**config.mk**
```make
export PLATFORM = sky130hd
export DESIGN_NAME = nau_div
export DESIGN_NICKNAME = d
export VERILOG_FILES = /design/src/design/assert_macros.svh /design/src/design/nau_pkg.sv /design/src/design/nau_div.sv
export SDC_FILE = /design/constraint.sdc
export NUM_CORES = 2
export LEC_CHECK = 0
export BUFFER_PORTS_ARGS = -buffer_cell sky130_fd_sc_hd__buf_2
export CAP_MARGIN = 5
export CORE_AREA = 2 2 556 558
export CTS_BUF_LIST = sky130_fd_sc_hd__clkbuf_16
export CTS_CLUSTER_DIAMETER = 120
export CTS_CLUSTER_SIZE = 10
export DETAILED_ROUTE_END_ITERATION = 10
export DIE_AREA = 0 0 558 560
export PLACE_DENSITY = 0.47
export REMOVE_ABC_BUFFERS = 1
export SYNTH_ARGS = -nofsm -noshare
export SYNTH_HDL_FRONTEND = slang
export SYNTH_SLANG_ARGS = --single-unit
```
**constraint.sdc**
```tcl
create_clock -name clock -period 11.85 [get_ports clock]
set_clock_uncertainty 0.05 [all_clocks]
set_input_delay 2.37 -clock clock [delete_from_list [all_inputs] [get_ports clock]]
set_output_delay 2.37 -clock clock [all_outputs]
set_load 0.005 [all_outputs]
```
**src/design/assert_macros.svh**
```systemverilog
// ----------------------------------------------------------------------------
// Assertion macros
// Shared wrappers for clocked concurrent assertions.
// ----------------------------------------------------------------------------
`ifndef ASSERT_MACROS_SVH
`define ASSERT_MACROS_SVH

// Clocked assertion with explicit clock and reset
`define ASSERT_CLK(lbl, clk, rst, prop, msg) \
   lbl: assert property (@(posedge clk) disable iff (rst) prop) else $error(msg);

// Clocked assertion on the block's own clock and reset
`define ASSERT_STD(lbl, prop, msg) \
   `ASSERT_CLK(lbl, clock, reset, prop, msg)

`endif

```
**src/design/nau_pkg.sv**
```systemverilog
// ----------------------------------------------------------------------------
// nau_pkg
// Types, constants and pipeline taps of the neural activation unit.
// ----------------------------------------------------------------------------
package nau_pkg;

   localparam int unsigned DATA_W = 32;
   localparam int unsigned KIND_W = 3;

   // Activation kinds (codes above rectifier act as linear)
   localparam logic [KIND_W-1:0] KIND_LOGISTIC = 3'd0;
   localparam logic [KIND_W-1:0] KIND_TANH     = 3'd1;
   localparam logic [KIND_W-1:0] KIND_STANH    = 3'd2;
   localparam logic [KIND_W-1:0] KIND_RELU     = 3'd3;
   localparam logic [KIND_W-1:0] KIND_LINEAR   = 3'd4;

   // Function select
   localparam logic FUNC_FORWARD = 1'b0;
   localparam logic FUNC_DERIV   = 1'b1;

   // Fixed-point constants
   localparam logic [32:0] ONE_Q32      = 33'h1_0000_0000;
   localparam logic [31:0] LN2_Q32      = 32'hB172_17F8;
   localparam logic [32:0] EXP_CUTOFF   = 33'd1572864;
   localparam int unsigned EXP_Y_W      = 21;
   localparam int unsigned RECIP_W      = 17;
   localparam logic [RECIP_W-1:0] EXP_RECIP = RECIP_W'((64'd1 << 48) / 64'hB172_17F8);
   localparam int unsigned K_W          = 6;
   localparam int unsigned EXP_W        = 33;
   localparam logic [31:0] STAN_IN_Q32  = 32'd2863311545;
   localparam logic [32:0] STAN_OUT_Q32 = 33'd7369734383;
   localparam logic signed [35:0] STAN_SQ_Q32  = 36'sd12645727228;
   localparam logic signed [24:0] STAN_DER_Q24 = 25'sd6518335;

   // Pipeline geometry
   localparam int unsigned TAYLOR_TERMS = 10;
   localparam int unsigned EXP_LAT  = 3 + 3 * (TAYLOR_TERMS - 1) + 1;
   localparam int unsigned QUO_W    = 17;
   localparam int unsigned DIV_LAT  = 1 + QUO_W;
   localparam int unsigned DER_LAT  = 5;
   localparam int unsigned ETAP     = 2 + EXP_LAT;
   localparam int unsigned QTAP     = ETAP + DIV_LAT;
   localparam int unsigned SIDE_LEN = QTAP + 3;

   // Item state that rides along the pipeline
   typedef struct packed {
      logic                     valid;
      logic                     func;
      logic [KIND_W-1:0]        kind;
      logic signed [DATA_W-1:0] operand;
   } side_type;

endpackage

```
**src/design/nau_div.sv**
```systemverilog
// ----------------------------------------------------------------------------
// nau_div
// Pipelined restoring divider: round(num * 2^16 / den), one quotient bit
// per stage.
// ----------------------------------------------------------------------------
module nau_div (
   input  logic                         clock,
   input  logic                         en,
   input  logic [32:0]                  num,
   input  logic [33:0]                  den,
   output logic [nau_pkg::QUO_W-1:0]    quo
);
   import nau_pkg::*;

   localparam int unsigned N_W = 49;

   logic [N_W-1:0]   n_in;
   logic [33:0]      rem_ff [0:QUO_W];
   logic [QUO_W-1:0] low_ff [0:QUO_W];
   logic [QUO_W-1:0] quo_ff [0:QUO_W];
   logic [33:0]      den_ff [0:QUO_W];

   // Scale the numerator and add half the divisor for rounding
   assign n_in = (N_W'(num) << 16) + N_W'(den >> 1);

   always_ff @(posedge clock) begin
      if (en) begin
         rem_ff[0] <= 34'(n_in[N_W-1:QUO_W]);
         low_ff[0] <= n_in[QUO_W-1:0];
         quo_ff[0] <= '0;
         den_ff[0] <= den;
      end
   end

   for (genvar i = 1; i <= QUO_W; i++) begin : g_bit
      logic [34:0]      shifted;
      logic             take;
      logic [33:0]      rem_in;
      logic [QUO_W-1:0] quo_in;

      // Bring down one bit and try the subtraction
      assign shifted = {rem_ff[i-1], low_ff[i-1][QUO_W-1]};
      assign take    = shifted >= {1'b0, den_ff[i-1]};
      assign rem_in  = take ? 34'(shifted - {1'b0, den_ff[i-1]}) : 34'(shifted);
      assign quo_in  = {quo_ff[i-1][QUO_W-2:0], take};

      always_ff @(posedge clock) begin
         if (en) begin
            rem_ff[i] <= rem_in;
            low_ff[i] <= {low_ff[i-1][QUO_W-2:0], 1'b0};
            quo_ff[i] <= quo_in;
            den_ff[i] <= den_ff[i-1];
         end
      end
   end

   assign quo = quo_ff[QUO_W];

endmodule

```
==> key figures <==
STA
  • RSZ-0062 raised after global routing: no
  • Setup-failing EPs final: 0
  • Slew headroom: 27.6%
  • Fmax: 195 MHz
  • Worst-Margin Slew: 1.09 ns
  • Final period util: 43.3%
  • Max-slew violation count: 0
  • Setup TNS Final: 0 ns
  • Final hold vios: 0
  • Clock period minus worst slack: 5.13 ns

Die
  • Core box area: 307000 um^2
  • # rows: 204
  • Die Width: 558 um
  • Ports: 86
  • Die Ht: 560 um
  • Die area: 312000 um^2
  • Starting density of the core: 24.8%

Synthesis
  • Post-synthesis cell count: 6928
  • Ys flop type: edfxtp_1
  • Average size of a mapped cell: 11.0 um^2
  • Share of the synthesized area in the top cell type: 51.5%
  • Register area share after synthesis: 51.5%
  • Mapped cell area: 76200 um^2
  • Async SR Flop Fraction: 0%
  • Flops & latches, synth: 1308
  • Yosys top cell by area: edfxtp_1
  • YS warnings: 0
  • Area contributors post-synth: edfxtp_1, ha_1, a21oi_1
  • Count of cell types in the netlist: 89
  • Number of synthesized flops with an enable pin: 1308

Route
  • Total wire length: 175 mm
  • Pre-antenna DRT Iters: 5
  • Routed len/inst: 15.7 um
  • DRC viols: 0
  • DR iter-0 viols: 2686
  • DR vias/cell: 4.51
  • Vias: 50.3k
  • Routed Antenna Nets: 0

Critical path
  • Crit path arrival time: 5.59 ns
  • Worst Setup Start Kind: input port
  • Endpoint class of the critical path: register
  • Setup CP Type: in2reg
  • Largest fanout on the critical path: 8
  • Required time of the critical path: 12.32 ns

Worst hold path
  • Hold Crit Class: reg2reg

Cells and area
  • Most frequent cells in the layout: edfxtp_1, inv_1, a21oi_1, ha_1, o21ai_0
  • Nets@finish: 7702
  • Area delta synth->final: 12.1%
  • Non-Filler Instances: 11.1k
  • Commonest non-fill, non-tap cell in the layout: edfxtp_1
  • Fraction of layout cells with a size suffix above 1: 7.80%

Placed design
  • Placed cell count: 11.0k
  • DP HPWL: 134 mm
  • GP Congestion: 0.929
  • PortBufs: 85

Global route
  • Initial antenna violation count: 0
  • First-pass GRT wire length: 279 mm
  • Vias in the first global route: 52.7k
  • Largest net degree at the start of global routing: 172
  • GRT Util Overall: 11.0%
  • GRT overflow: 0

Clock tree
  • Inserted Clock Buffers: 156
  • Clock Sinks: 1308
  • Max clock buf depth: 4
  • Htree depth: 4
  • CTS tree: done
  • Clk root buf: clkbuf_16
  • CTS Hold Bufs: 0
  • Clock slew at reported path FFs: 0.05 ns
  • Post-CTS Setup Inserts: 0
  • CTS resizes: 0
  • Worst skew pair latency: 0.80 ns

Pwr
  • Leak: 34.3 nW
  • Power per cell area: 255 nW/um^2
  • VDD IR max: 0.000108 V
  • Overall Power: 0.0218 W

Run
  • Number of max-cap violations: 0

Run status
  • Status: complete, no violations
## synthesized netlist by cell type (55+ instances only)
master / instances
inv_1: 734
xor2_1: 187
nand2_1: 397
a21o_1: 358
nor2b_1: 82
o21ai_0: 437
clkbuf_1: 137
edfxtp_1: 1308
ha_1: 594
nor3_1: 55
nand3_1: 127
nor2_1: 431
nand4_1: 105
o21bai_1: 73
xnor2_1: 316
a21oi_1: 653
nand2b_1: 72
a31oi_1: 65
mux2_2: 206
## critical path: stages
cell       delay [ns]
buf_2            0.12
ha_1             0.28
a21o_1           0.16
a21oi_1          0.21
o21bai_1         0.09
a21oi_1          0.24
o21bai_1         0.13
a21o_1           0.20
o41ai_1          0.61
o2111ai_1        0.22
a21oi_1          0.65
nor3_1           0.12
xor2_1           0.18
## area by class of cell
type / instances / area, um^2
Clock buffer: 159 / 3980
Inverter: 735 / 2760
Timing Repair Buffer: 120 / 741
Antenna cell: 1 / 2.50
Clock inverter: 3 / 36.3
Sequential cell: 1308 / 39300
Tap cell: 4120 / 5150
Multi-Input combinational cell: 4701 / 33500
Fill cell: 31400 / 222000
## sequential cells by signal, indices dropped and copies added (netlist names)
register  count
den_ff      578
rem_ff      576
quo_ff      153
low_ff        1
## stage by stage
stage                     utilization, %  hold slack [ns]  instance area (um^2)  setup slack [ns]
after floorplan                        -            0.350                 75400              6.64
after global placement              26.5            0.351                 81400              5.80
after detailed placement            26.5            0.355                 81400              5.86
after CTS                           27.8            0.358                 85400              6.74
after global routing                27.8            0.355                 85400              6.47
final                               27.8            0.353                 85400              6.72
## metal layers
metal | wire length (um) | GRT usage, %
met1 | 68500 | 11.5
met2 | 91500 | 21.1
met3 | 4990 | 1.47
met4 | 10400 | 6.18
met5 | 0 | 0
## final timing paths
kind / startpoint / endpoint / slack (ns) / cells after the start
hold / removal: quo_ff[16][10]$_DFFE_PP_ / quo_ff[17][11]$_DFFE_PP_ / 0.35 / 0
setup reg to reg: rem_ff[8][0]$_DFFE_PP_ / rem_ff[9][1]$_DFFE_PP_ / 6.95 / 12
hold reg to reg: quo_ff[16][10]$_DFFE_PP_ / quo_ff[17][11]$_DFFE_PP_ / 0.35 / 0
setup / recovery: num[1] / rem_ff[0][28]$_DFFE_PP_ / 6.72 / 13
## logic make-up (layout without fill, tap and decap cells)
logic type / Yosys count / count (layout) / synth area share [%]
other: 0 / 1 / 0
AOI/OAI and AO/OA: 1918 / 1918 / 15.6
and+or+nand+nor: 1450 / 1450 / 9.04
adders and majority gates: 611 / 611 / 10.2
DFF: 1308 / 1308 / 51.5
xor gates and xnor gates: 503 / 503 / 5.78
muxes: 219 / 219 / 3.21
buffers and inverters: 919 / 1017 / 4.65
## where the power goes
part,internal (W),leakage (nW),total [W],switching (W)
Sequential,0.00687,12.8,0.00752,0.000649
Combinational,0.00439,19.6,0.0102,0.00578
Clock,0.00235,1.97,0.00412,0.00177
Total,0.0136,34.3,0.0218,0.00820
No activity file was read; power rests on OpenSTA's default activity.
