## src/design/assert_macros.svh

```systemverilog
// ----------------------------------------------------------------------------
// Assertion macros
// Shared wrappers for clocked concurrent assertions.
// ----------------------------------------------------------------------------
`ifndef ASSERT_MACROS_SVH
`define ASSERT_MACROS_SVH

// Clocked assertion with explicit clock and reset
`define ASSERT_CLK(lbl, clk, rst, prop, msg) \
   lbl: assert property (@(posedge clk) disable iff (rst) prop) else $error(msg);

// Clocked assertion on the block's own clock and reset
`define ASSERT_STD(lbl, prop, msg) \
   `ASSERT_CLK(lbl, clock, reset, prop, msg)

`endif

```

## src/design/nau_pkg.sv

```systemverilog
// ----------------------------------------------------------------------------
// nau_pkg
// Types, constants and pipeline taps of the neural activation unit.
// ----------------------------------------------------------------------------
package nau_pkg;

   localparam int unsigned DATA_W = 32;
   localparam int unsigned KIND_W = 3;

   // Activation kinds (codes above rectifier act as linear)
   localparam logic [KIND_W-1:0] KIND_LOGISTIC = 3'd0;
   localparam logic [KIND_W-1:0] KIND_TANH     = 3'd1;
   localparam logic [KIND_W-1:0] KIND_STANH    = 3'd2;
   localparam logic [KIND_W-1:0] KIND_RELU     = 3'd3;
   localparam logic [KIND_W-1:0] KIND_LINEAR   = 3'd4;

   // Function select
   localparam logic FUNC_FORWARD = 1'b0;
   localparam logic FUNC_DERIV   = 1'b1;

   // Fixed-point constants
   localparam logic [32:0] ONE_Q32      = 33'h1_0000_0000;
   localparam logic [31:0] LN2_Q32      = 32'hB172_17F8;
   localparam logic [32:0] EXP_CUTOFF   = 33'd1572864;
   localparam int unsigned EXP_Y_W      = 21;
   localparam int unsigned RECIP_W      = 17;
   localparam logic [RECIP_W-1:0] EXP_RECIP = RECIP_W'((64'd1 << 48) / 64'hB172_17F8);
   localparam int unsigned K_W          = 6;
   localparam int unsigned EXP_W        = 33;
   localparam logic [31:0] STAN_IN_Q32  = 32'd2863311545;
   localparam logic [32:0] STAN_OUT_Q32 = 33'd7369734383;
   localparam logic signed [35:0] STAN_SQ_Q32  = 36'sd12645727228;
   localparam logic signed [24:0] STAN_DER_Q24 = 25'sd6518335;

   // Pipeline geometry
   localparam int unsigned TAYLOR_TERMS = 10;
   localparam int unsigned EXP_LAT  = 3 + 3 * (TAYLOR_TERMS - 1) + 1;
   localparam int unsigned QUO_W    = 17;
   localparam int unsigned DIV_LAT  = 1 + QUO_W;
   localparam int unsigned DER_LAT  = 5;
   localparam int unsigned ETAP     = 2 + EXP_LAT;
   localparam int unsigned QTAP     = ETAP + DIV_LAT;
   localparam int unsigned SIDE_LEN = QTAP + 3;

   // Item state that rides along the pipeline
   typedef struct packed {
      logic                     valid;
      logic                     func;
      logic [KIND_W-1:0]        kind;
      logic signed [DATA_W-1:0] operand;
   } side_type;

endpackage

```

## src/design/nau_deriv.sv

```systemverilog
// ----------------------------------------------------------------------------
// nau_deriv
// Five-stage derivative of each activation kind, taken from its output.
// ----------------------------------------------------------------------------
module nau_deriv (
   input  logic                               clock,
   input  logic                               en,
   input  nau_pkg::side_type                  item,
   output logic signed [nau_pkg::DATA_W-1:0]  der
);
   import nau_pkg::*;

   localparam logic signed [52:0] DIFF_HI = 53'sd68719476736;
   localparam logic signed [52:0] ONE_Q16 = 53'sd65536;
   localparam logic signed [63:0] SAT_HI  = 64'sd2147483647;
   localparam logic signed [63:0] SAT_LO  = -64'sd2147483648;

   logic signed [33:0]       a, b;
   logic signed [67:0]       prod_in, prod1_ff;
   logic signed [67:0]       w_in, w2_ff;
   logic signed [67:0]       rsum;
   logic signed [51:0]       rs;
   logic signed [52:0]       d_in, d3_ff;
   logic signed [37:0]       dclip;
   logic signed [63:0]       m_in, m4_ff;
   logic signed [63:0]       msum, v;
   logic signed [DATA_W-1:0] out_in, out_ff;
   logic [KIND_W-1:0]        kind_ff [1:4];
   logic signed [DATA_W-1:0] z_ff [1:2];

   // Square the output, or z*(1-z) for the logistic
   assign a       = 34'(item.operand);
   assign b       = (item.kind == KIND_LOGISTIC) ? 34'sd65536 - a : a;
   assign prod_in = 68'(a) * 68'(b);

   // Subtract from the squared gain for the scaled tanh
   assign w_in = (kind_ff[1] == KIND_STANH) ? 68'(STAN_SQ_Q32) - prod1_ff : prod1_ff;

   // Round to Q16.16 half away from zero and finish each kind
   assign rsum = w2_ff + (w2_ff[67] ? 68'sd32767 : 68'sd32768);
   assign rs   = 52'(rsum >>> 16);

   always_comb begin
      unique case (kind_ff[2])
         KIND_LOGISTIC: d_in = 53'(rs);
         KIND_TANH:     d_in = ONE_Q16 - 53'(rs);
         KIND_STANH: begin
            if (53'(rs) > DIFF_HI) begin
               d_in = DIFF_HI;
            end else if (53'(rs) < -DIFF_HI) begin
               d_in = -DIFF_HI;
            end else begin
               d_in = 53'(rs);
            end
         end
         KIND_RELU:     d_in = (z_ff[2] > 32'sd0) ? ONE_Q16 : 53'sd0;
         default:       d_in = ONE_Q16;
      endcase
   end

   // Apply the slope factor of the scaled tanh
   assign dclip = d3_ff[37:0];
   assign m_in  = (kind_ff[3] == KIND_STANH) ? 64'(dclip) * 64'(STAN_DER_Q24) : 64'(d3_ff);

   // Round the factor product and saturate
   assign msum = m4_ff + (m4_ff[63] ? 64'sd8388607 : 64'sd8388608);
   assign v    = (kind_ff[4] == KIND_STANH) ? (msum >>> 24) : m4_ff;

   always_comb begin
      priority if (v > SAT_HI) begin
         out_in = 32'sh7FFF_FFFF;
      end else if (v < SAT_LO) begin
         out_in = 32'sh8000_0000;
      end else begin
         out_in = 32'(v);
      end
   end

   always_ff @(posedge clock) begin
      if (en) begin
         prod1_ff   <= prod_in;
         kind_ff[1] <= item.kind;
         z_ff[1]    <= item.operand;
         w2_ff      <= w_in;
         kind_ff[2] <= kind_ff[1];
         z_ff[2]    <= z_ff[1];
         d3_ff      <= d_in;
         kind_ff[3] <= kind_ff[2];
         m4_ff      <= m_in;
         kind_ff[4] <= kind_ff[3];
         out_ff     <= out_in;
      end
   end

   assign der = out_ff;

endmodule

```

## config.mk

```make
export PLATFORM = sky130hd
export DESIGN_NAME = nau_deriv
export DESIGN_NICKNAME = d
export VERILOG_FILES = /design/src/design/assert_macros.svh /design/src/design/nau_pkg.sv /design/src/design/nau_deriv.sv
export SDC_FILE = /design/constraint.sdc
export NUM_CORES = 2
export LEC_CHECK = 0
export ABC_AREA = 1
export BUFFER_PORTS_ARGS = -buffer_cell sky130_fd_sc_hd__buf_4
export CORE_UTILIZATION = 53
export DETAILED_ROUTE_END_ITERATION = 10
export GPL_TIMING_DRIVEN = 0
export PLACE_DENSITY = 0.75
export SETUP_SLACK_MARGIN = 0.5
export SLEW_MARGIN = 20
export SYNTH_ARGS = -nofsm -noshare
export SYNTH_HDL_FRONTEND = slang
export SYNTH_SLANG_ARGS = --single-unit
```

## constraint.sdc

```tcl
create_clock -name clock -period 15.5 [get_ports clock]
set_input_delay 3.1 -clock clock [delete_from_list [all_inputs] [get_ports clock]]
set_output_delay 3.1 -clock clock [all_outputs]
set_load 0.01 [all_outputs]
```

==> flow_metrics.py <==
metrics = {
    "die": {
        "die_h_um": 385,
        "io_pins": 71,
        "start_util_pct": 53.3,
        "num_rows": 140,
        "core_area_um2": 146000,
        "die_area_um2": 148000,
        "die_width_um": 385,
    },
    "logic_synthesis": {
        "netlist_top_cells_area": "fa_1, edfxtp_1, inv_1",
        "synthFlopType": "edfxtp_1",
        "seq_area_frac_synth_pct": 13.7,
        "syn_area_per_cell_um2": 8.30,
        "synth_cell_types": 63,
        "synth_top_area_share_pct": 39.6,
        "yosys_warnings": 0,
        "syn-num-nets": 11416,
        "async_reset_ff_share_pct": 0,
        "yosysTopAreaCell": "fa_1",
        "synth_most_common_cell": "inv_1",
        "synth_cells": 9348,
        "synthTopCellsByCount": "inv_1, nand2_1, fa_1, nor2_1, ha_1",
        "synth-seq-cells": 355,
        "synth_edf_count": 355,
        "syn-cell-area_um2": 77600,
    },
    "worst_setup_path": {
        "crit_buf_inv": 10,
        "critPathMaxStageDelay_ns": 1.08,
        "path_max_fanout": 15,
        "cpMostUsedCell": "fa_1",
        "startpoint_type": "primary input",
        "path_class": "primary input to flop",
        "cp_top_family": "adder cells",
        "crit_path_top_delay_cell": "fa_1",
        "cp-startpoint": "item[0]",
        "timing.reg2reg.setup_slack_ns": 7.77,
        "crit_arrival_ns": 15.08,
        "worstPathRequired_ns": 15.91,
        "end_kind": "flop",
        "timing.rr.start": "d3_ff[37]",
    },
    "drt": {
        "vias": 65288,
        "drtAntennaViolNets": 0,
        "vias_per_cell": 5.72,
        "drc_errors": 0,
        "first_pass_iters": 7,
        "wl_um": 275000,
        "wl_per_cell_um": 24.1,
        "drtIter0Drc": 6834,
    },
    "cts": {
        "cts_buffers": 39,
        "clock_path_buffers": 3,
        "worstSkewPairLatency_ns": 0.65,
        "cts_tree": "yes",
        "ctsRootBufferMaster": "clkbuf_16",
        "cts_sinks": 355,
        "htreeDepth": 2,
        "clkTransAtPathRegs_ns": 0.06,
        "postCtsHoldBufs": 0,
    },
    "sta": {
        "setup_tns_ns": 0,
        "slew_headroom_pct": 10.1,
        "finalWorstSetupSlack_ns": 0.831,
        "worst_slew_pin_slew_ns": 1.35,
        "rsz0062_at_grt": "false",
        "finalHoldViolCount": 0,
        "setup-violations-final": 0,
        "finalCritPeriodShare_pct": 94.6,
        "fin_skew_ns": 0.0622,
        "fin_crit_ns": 14.67,
        "slew_viol_final": 0,
        "clock.fmax_mhz": 68.2,
    },
    "placed_design": {
        "hpwlAfterDp_um": 235000,
        "gp_congestion": 1.12,
        "portBuffers": 68,
        "dp_slack_ns": 0.587,
        "dp.cells": 11342,
    },
    "grt": {
        "grt_usage_pct": 38.1,
        "grt_pass1_vias": 67847,
        "antenna_found_initial": 7,
        "overflow": 0,
        "grt_pass1_wl_um": 414000,
        "grt_max_degree": 103,
    },
    "final_layout": {
        "regArea_um2": 10700,
        "finalNonFillerCells": 11418,
        "multiInputGateArea_um2": 57400,
        "drive_gt1_share_pct": 3.64,
        "fillers": 13190,
        "area_growth_pct": 5.75,
        "fin_nets": 11534,
    },
    "run": {
        "maxCapViolCount": 0,
    },
    "hold_path": {
        "hp-start": "z_ff[1][13]",
        "holdCritPathClass": "flop to flop",
    },
    "status": {
        "status": "finished clean",
    },
}
## final timing paths
path                  endpoint  cells after the start
hold reg to reg    z_ff[2][13]                      0
hold / removal     z_ff[2][13]                      0
setup reg to reg     m4_ff[56]                     22
setup / recovery  prod1_ff[66]                     37
## through the flow
step	cell area, µm²	hold slack, ns	util, %
2_1_floorplan	77600	0.400	-
3_3_place_gp	80500	0.401	55.3
3_5_place_dp	80700	0.405	55.4
4_1_cts	82000	0.415	56.4
5_1_grt	82000	0.416	56.4
6_report	82100	0.414	56.4
## sequential cells by signal (all words and copies together) (netlist names)
name and cells:
kind_ff 12, w2_ff 68, d3_ff 53, der 32, prod1_ff 66, z_ff 62
m4_ff 62
## layer usage
| layer | share of wire (%) | up-vias | global-route usage [%] |
|---|---|---|---|
| met5 | 0.029 | - | 0 |
| met1 | 37 | 32066 | 46.2 |
| met3 | 11 | 1054 | 11.3 |
| met4 | 8.2 | 12 | 25.0 |
| li1 | - | 28396 | - |
| met2 | 44 | 3760 | 59.1 |
## cells by family (layout without fill, tap and decap cells)
| family | count (synthesis) | after routing | synth area share [%] |
|---|---|---|---|
| xor gates and xnor gates | 201 | 201 | 2.28 |
| buffers and inverters | 2516 | 2663 | 12.3 |
| DFF | 355 | 355 | 13.7 |
| and+or+nand+nor | 3557 | 3557 | 19.1 |
| other | 0 | 6 | 0 |
| adders and majority gates | 2029 | 2029 | 47.6 |
| muxes | 5 | 5 | 0.0661 |
| AOI/OAI and AO/OA | 685 | 685 | 4.95 |
## timing repair
item / 4_1_cts / 5_1_grt
gates resized for setup: 0 / 2
buffers inserted: 0 / 0
setup endpoints to repair: 0 / 1
## placed cells by master, fill, tap and decap left out, types with 16 or more instances in the layout
| cell | instances |
|---|---|
| nand2_2 | 38 |
| a21oi_1 | 288 |
| clkbuf_16 | 39 |
| nand3_1 | 410 |
| clkbuf_1 | 197 |
| inv_1 | 2227 |
| nand3b_1 | 24 |
| a31oi_1 | 51 |
| fa_1 | 1535 |
| xor2_1 | 125 |
| buf_4 | 70 |
| inv_2 | 26 |
| nand2_1 | 1851 |
| o21bai_1 | 16 |
| a21o_1 | 34 |
| ha_1 | 494 |
| clkinv_1 | 24 |
| nor3_1 | 48 |
| nor2_2 | 31 |
| edfxtp_1 | 355 |
| buf_2 | 18 |
| or2_2 | 33 |
| nand4_1 | 77 |
| o21ai_0 | 222 |
| nor2_1 | 948 |
| xnor2_1 | 75 |
| nor4_1 | 51 |
## layout make-up
class	instances	area share, %
inverter	2273	10.4
timing repair buffer	77	0.823
clock inverter	24	0.398
antenna	6	0.0183
multi-input combinational	6477	70.0
clock buffer	46	1.22
sequential	355	13.0
buffer	243	1.25
tap	1917	2.92
Power is left out: the tool's default activity adds up to more than one toggle a clock period on the data nets, which glitch-free logic cannot reach.
